`src/fvn_pkg.sv`:
```
`default_nettype none
package fvn_pkg;

  localparam int unsigned FIELD_W = 12;
  localparam int unsigned SUM_W   = 24;
  localparam int unsigned FADE_W  = 17;
  localparam int unsigned NUM_W   = 41;
  localparam int unsigned QUO_W   = 8;
  localparam int unsigned CELL_LAT = 5;
  localparam int unsigned POST_LAT = 3;

  localparam logic [31:0] HASH_MUL = 32'h6C078965;
  localparam logic [31:0] X_MUL    = 32'd2971902361;
  localparam logic [31:0] Y_MUL    = 32'd3572953751;
  localparam logic [63:0] COS_STEP = 64'd1073660973;
  localparam logic [63:0] ONE_Q30  = 64'd1073741824;

  typedef enum logic [1:0] {
    CFG_OCTAVES,
    CFG_LEVELS,
    CFG_GAIN,
    CFG_SEED
  } fvn_cfg_e;

  typedef logic [255:0][FADE_W-1:0] fade_tab_t;

  // word moving down the octave chain
  typedef struct packed {
    logic               valid;
    logic [FIELD_W-1:0] x;
    logic [FIELD_W-1:0] y;
    logic [SUM_W-1:0]   sum;
  } fvn_bus_t;

  // word moving down the divider chain
  typedef struct packed {
    logic             valid;
    logic [NUM_W-1:0] rem;
    logic [QUO_W-1:0] quo;
  } fvn_div_t;

  // cosine fade via integer Chebyshev recurrence, mirrored about the center
  function automatic fade_tab_t fade_build();
    logic [63:0] prev;
    logic [63:0] cur;
    logic [63:0] nxt;
    logic [63:0] twice;
    fade_tab_t   t;
    t    = '0;
    prev = ONE_Q30;
    cur  = COS_STEP;
    for (int k = 1; k < 128; k++) begin
      t[k]  = FADE_W'((ONE_Q30 - cur + 64'd16384) >> 15);
      twice = (64'd2 * COS_STEP * cur + (64'd1 << 29)) >> 30;
      nxt   = (twice > prev) ? twice - prev : 64'd0;
      prev  = cur;
      cur   = (nxt > ONE_Q30) ? ONE_Q30 : nxt;
    end
    t[128] = FADE_W'(32768);
    for (int k = 129; k < 256; k++) begin
      t[k] = FADE_W'(65536) - t[256-k];
    end
    return t;
  endfunction

  localparam fade_tab_t FADE = fade_build();

endpackage
`default_nettype wire

```
`src/fvn_div_cell.sv`:
```
`default_nettype none
module fvn_div_cell
  import fvn_pkg::*;
#(
  parameter int unsigned BIT = 0
) (
  input  wire logic        clk_i,
  input  wire logic        rst_ni,
  input  wire logic [31:0] den_i,
  input  wire fvn_div_t    div_i,
  output fvn_div_t         div_o
);

  logic [NUM_W-1:0] trial;
  logic             take;
  logic [QUO_W-1:0] quo_nx;

  assign trial = NUM_W'(den_i) << BIT;
  assign take  = (div_i.rem >= trial);

  always_comb begin
    quo_nx      = div_i.quo;
    quo_nx[BIT] = take;
  end

  // one restoring quotient bit per cell
  always_ff @(posedge clk_i or negedge rst_ni) begin
    if (!rst_ni) begin
      div_o.valid <= 1'b0;
    end else begin
      div_o.valid <= div_i.valid;
      div_o.rem   <= take ? div_i.rem - trial : div_i.rem;
      div_o.quo   <= quo_nx;
    end
  end

endmodule
`default_nettype wire
```
`config.mk`:
```
export PLATFORM = sky130hd
export DESIGN_NAME = fvn_div_cell
export DESIGN_NICKNAME = d
export VERILOG_FILES = /design/src/fvn_pkg.sv /design/src/fvn_div_cell.sv
export SDC_FILE = /design/constraint.sdc
export NUM_CORES = 1
export LEC_CHECK = 0
export BUFFER_PORTS_ARGS = -buffer_cell sky130_fd_sc_hd__buf_2
export CAP_MARGIN = 5
export CORE_MARGIN = 2
export CORE_UTILIZATION = 30
export DETAILED_ROUTE_END_ITERATION = 6
export SLEW_MARGIN = 40
export SYNTH_ARGS = -nofsm -noshare
export SYNTH_HDL_FRONTEND = slang
export SYNTH_SLANG_ARGS = --single-unit
```
`constraint.sdc`:
```
create_clock -name clk_i -period 0.8 [get_ports clk_i]
set_input_delay 0.12 -clock clk_i [delete_from_list [all_inputs] [get_ports clk_i]]
set_output_delay 0.12 -clock clk_i [all_outputs]
set_load 0.02 [all_outputs]
```
==> metrics.cfg <==
[placement]
place.gp.congestion = 0.9001
portBuffers = 132
place_hpwl_um = 10820
dpl_worst_slack_ns = -1.884

[yosys]
yosysUniqueCellTypes = 57
ys_seq_elements = 50
synth_edf_count = 49
synth_xor_xnor_area_share_pct = 7.386
synth_compound_area_share_pct = 21.19
synth_top_area_cell = edfxtp_1
synth_mux_area_share_pct = 0
synthArstFlopShare_pct = 2.000
synth_top_family_by_area = compound AO/OA/AOI/OAI gates
syn_nets = 590
synth_adder_area_share_pct = 10.13
synthCells = 473
ys_warn_count = 0
synth_area_leaders = edfxtp_1 (35%), ha_1 (9.6%), nand2_1 (4.9%)
post_synth.cell_area_avg_um2 = 8.774
ys.flop_type = edfxtp_1
synthSimpleGateAreaFrac_pct = 18.69
netlist_area_um2 = 4150
synth_top_cell_area_share_pct = 35.45
synth-seq-area-share_pct = 36.06

[routing]
via_count = 4612
routed_wl_um = 14560
routedWlPerCell_um = 15.46
drc = 0
drt_iter0_markers = 217
drt-vias-per-instance = 4.896
dr.pass1.iters = 4
antenna_left = 0

[pwr]
p_leak_uw = 0.003303
ir_drop_uv = 740.9
power_density_nw_per_um2 = 1413
power_uw = 10720

[global_routing]
grt_util_met1_pct = 25.49
grt_pass1_vias = 4785
grt_antenna_before_repair = 0
grt_busiest_layer = met2
use_met3_pct = 3.371
track_usage_pct = 20.06
grt_max_degree = 36
grtUsageMet2_pct = 35.18
grt_pass1_wl_um = 23370
overflow = 0

[sta]
slew_viol_final = 0
rsz0062_at_grt = yes
fmax_mhz = 458.0
hold_viol = 0
slew_headroom_pct = 67.99
setup_viol = 92
min_period_ns = 2.184
fin_ws_ns = -1.384
finalCritPeriodShare_pct = 272.9
timing_worst_slew_pin_value_ns = 0.4802

[layout]
area_growth_pct = 82.76
largest_register_ffs = 50
num-nets-final = 882
drive_gt1_share_pct = 55.35
final_cell_mix = buf_4 (147), buf_2 (91), nand2_1 (49), edfxtp_1 (49), buf_6 (48)
largestRegisters = div_o (50)
antennaDiodeCount = 0
top_register = div_o
final_common_cell = buf_4

[worst_setup_path]
crit_required_ns = 0.86
crit_path_end_kind = register
crit_arrival_ns = 2.24
cp-start-kind = input pin
worstPathMaxFanout = 7
path_class = in2reg

[clocking]
cts-root-buf = clkbuf_16
clkTransAtPathRegs_ns = 0.07
cts_tree = done
clkSinkCount = 50
clockBufferDepth = 2
cts_buffers = 5
htreeDepth = 2

[floorplan]
row_count = 42
die_x_um = 121.6
start_util_pct = 30.97
core_area_um2 = 13400
dieHeight_um = 121.6
die_area_um2 = 14790
io_pins = 134

[worst_hold_path]
worstHoldStart = div_i[27]
hold_depth = 3
hp-class = in2reg
hold_end = div_o[27]$_DFFE_PP_

[run_status]
violations = negative setup slack
status = finished, violations left

[job]
timing.max_cap.violations = 0

[metal layers]
layer	vias up	wire [µm]
met5	-	0
met4	0	226
met3	15	646
met2	118	7252
met1	2186	6434
li1	2293	-
[synth_stat cells, types with 4 or more instances]
library cell / n
a21oi_1: 32
nor3_1: 11
a31oi_1: 7
clkbuf_1: 5
a211oi_1: 4
nand2_1: 54
nand3_1: 20
o21bai_1: 7
nor2b_1: 8
o21a_1: 6
nand2b_1: 4
xnor2_1: 18
nand4_1: 8
edfxtp_1: 49
o21ai_0: 31
buf_2: 9
xor2_1: 17
a21o_1: 13
inv_1: 41
o211ai_1: 6
nor4_1: 5
ha_1: 32
o21ai_1: 9
nor2_1: 23
[power breakdown]
part           internal (µW)  switching, µW  total (µW)
combinational           2500           2380        4880
clock                   1200           1150        2360
sequential              3340            135        3480
total                   7050           3670       10700
[through the flow]
stage | hold WS, ns | TNS, ns | instance area (µm²) | utilization [%] | std cells
after floorplan | -0.1756 | -58.65 | 4448 | - | 473
after global placement | 0.1412 | -73.20 | 6193 | 46.22 | 894
after detailed placement | 0.1423 | -75.84 | 6193 | 46.22 | 894
after CTS | 0.09409 | -65.71 | 7134 | 53.24 | 934
after global routing | 0.1007 | -69.83 | 7585 | 56.60 | 942
final | 0.09494 | -63.69 | 7585 | 56.60 | 942
[timing repair]
item | 4_1_cts | 5_1_grt
resized for setup | 102 | 92
hold buffers | 9 | 0
gates cloned | 2 | 0
pin swaps | 28 | 32
hold endpoints to repair | 9 | 0
setup buffers | 26 | 8
endpoints found under the setup margin | 92 | 92
[worst max-delay path, cell delays in order]
cell	delay, ns
buf_8	0.10
ha_4	0.25
a21oi_4	0.17
o21ai_4	0.10
a2111oi_4	0.34
nand3_2	0.14
a2111o_1	0.46
nand2_4	0.19
buf_8	0.17
nor3b_2	0.05
xor2_1	0.15
[logic make-up after synthesis]
| group | count (synthesis) |
|---|---|
| adders and majority gates | 33 |
| AOI/OAI and AO/OA | 136 |
| buffers and inverters | 62 |
| xor gates and xnor gates | 35 |
| and+or+nand+nor | 157 |
| DFF | 50 |
[final cells by class]
class | instances | area, µm²
clock buffers | 5 | 125.1
clock inverters | 3 | 28.78
fillers | 1168 | 5816
inverters | 42 | 172.7
multi-input cells | 361 | 3152
flip-flops and latches | 50 | 1496
well taps | 176 | 220.2
repair buffers | 305 | 2390
[how the worst max path moves through the flow]
stage,start,to,slack (ns),depth (start not counted)
after global routing,den_i[16],div_o[39]$_DFFE_PP_,-1.50,14
after detailed placement,den_i[28],div_o[39]$_DFFE_PP_,-1.88,12
after CTS,div_i[36],div_o[42]$_DFFE_PP_,-1.43,11
after global placement,den_i[28],div_o[39]$_DFFE_PP_,-1.80,12
after floorplan,div_i[38],div_o[36]$_DFFE_PP_,-1.51,11
final,div_i[36],div_o[42]$_DFFE_PP_,-1.38,11
No activity file was read; power rests on OpenSTA's default activity.
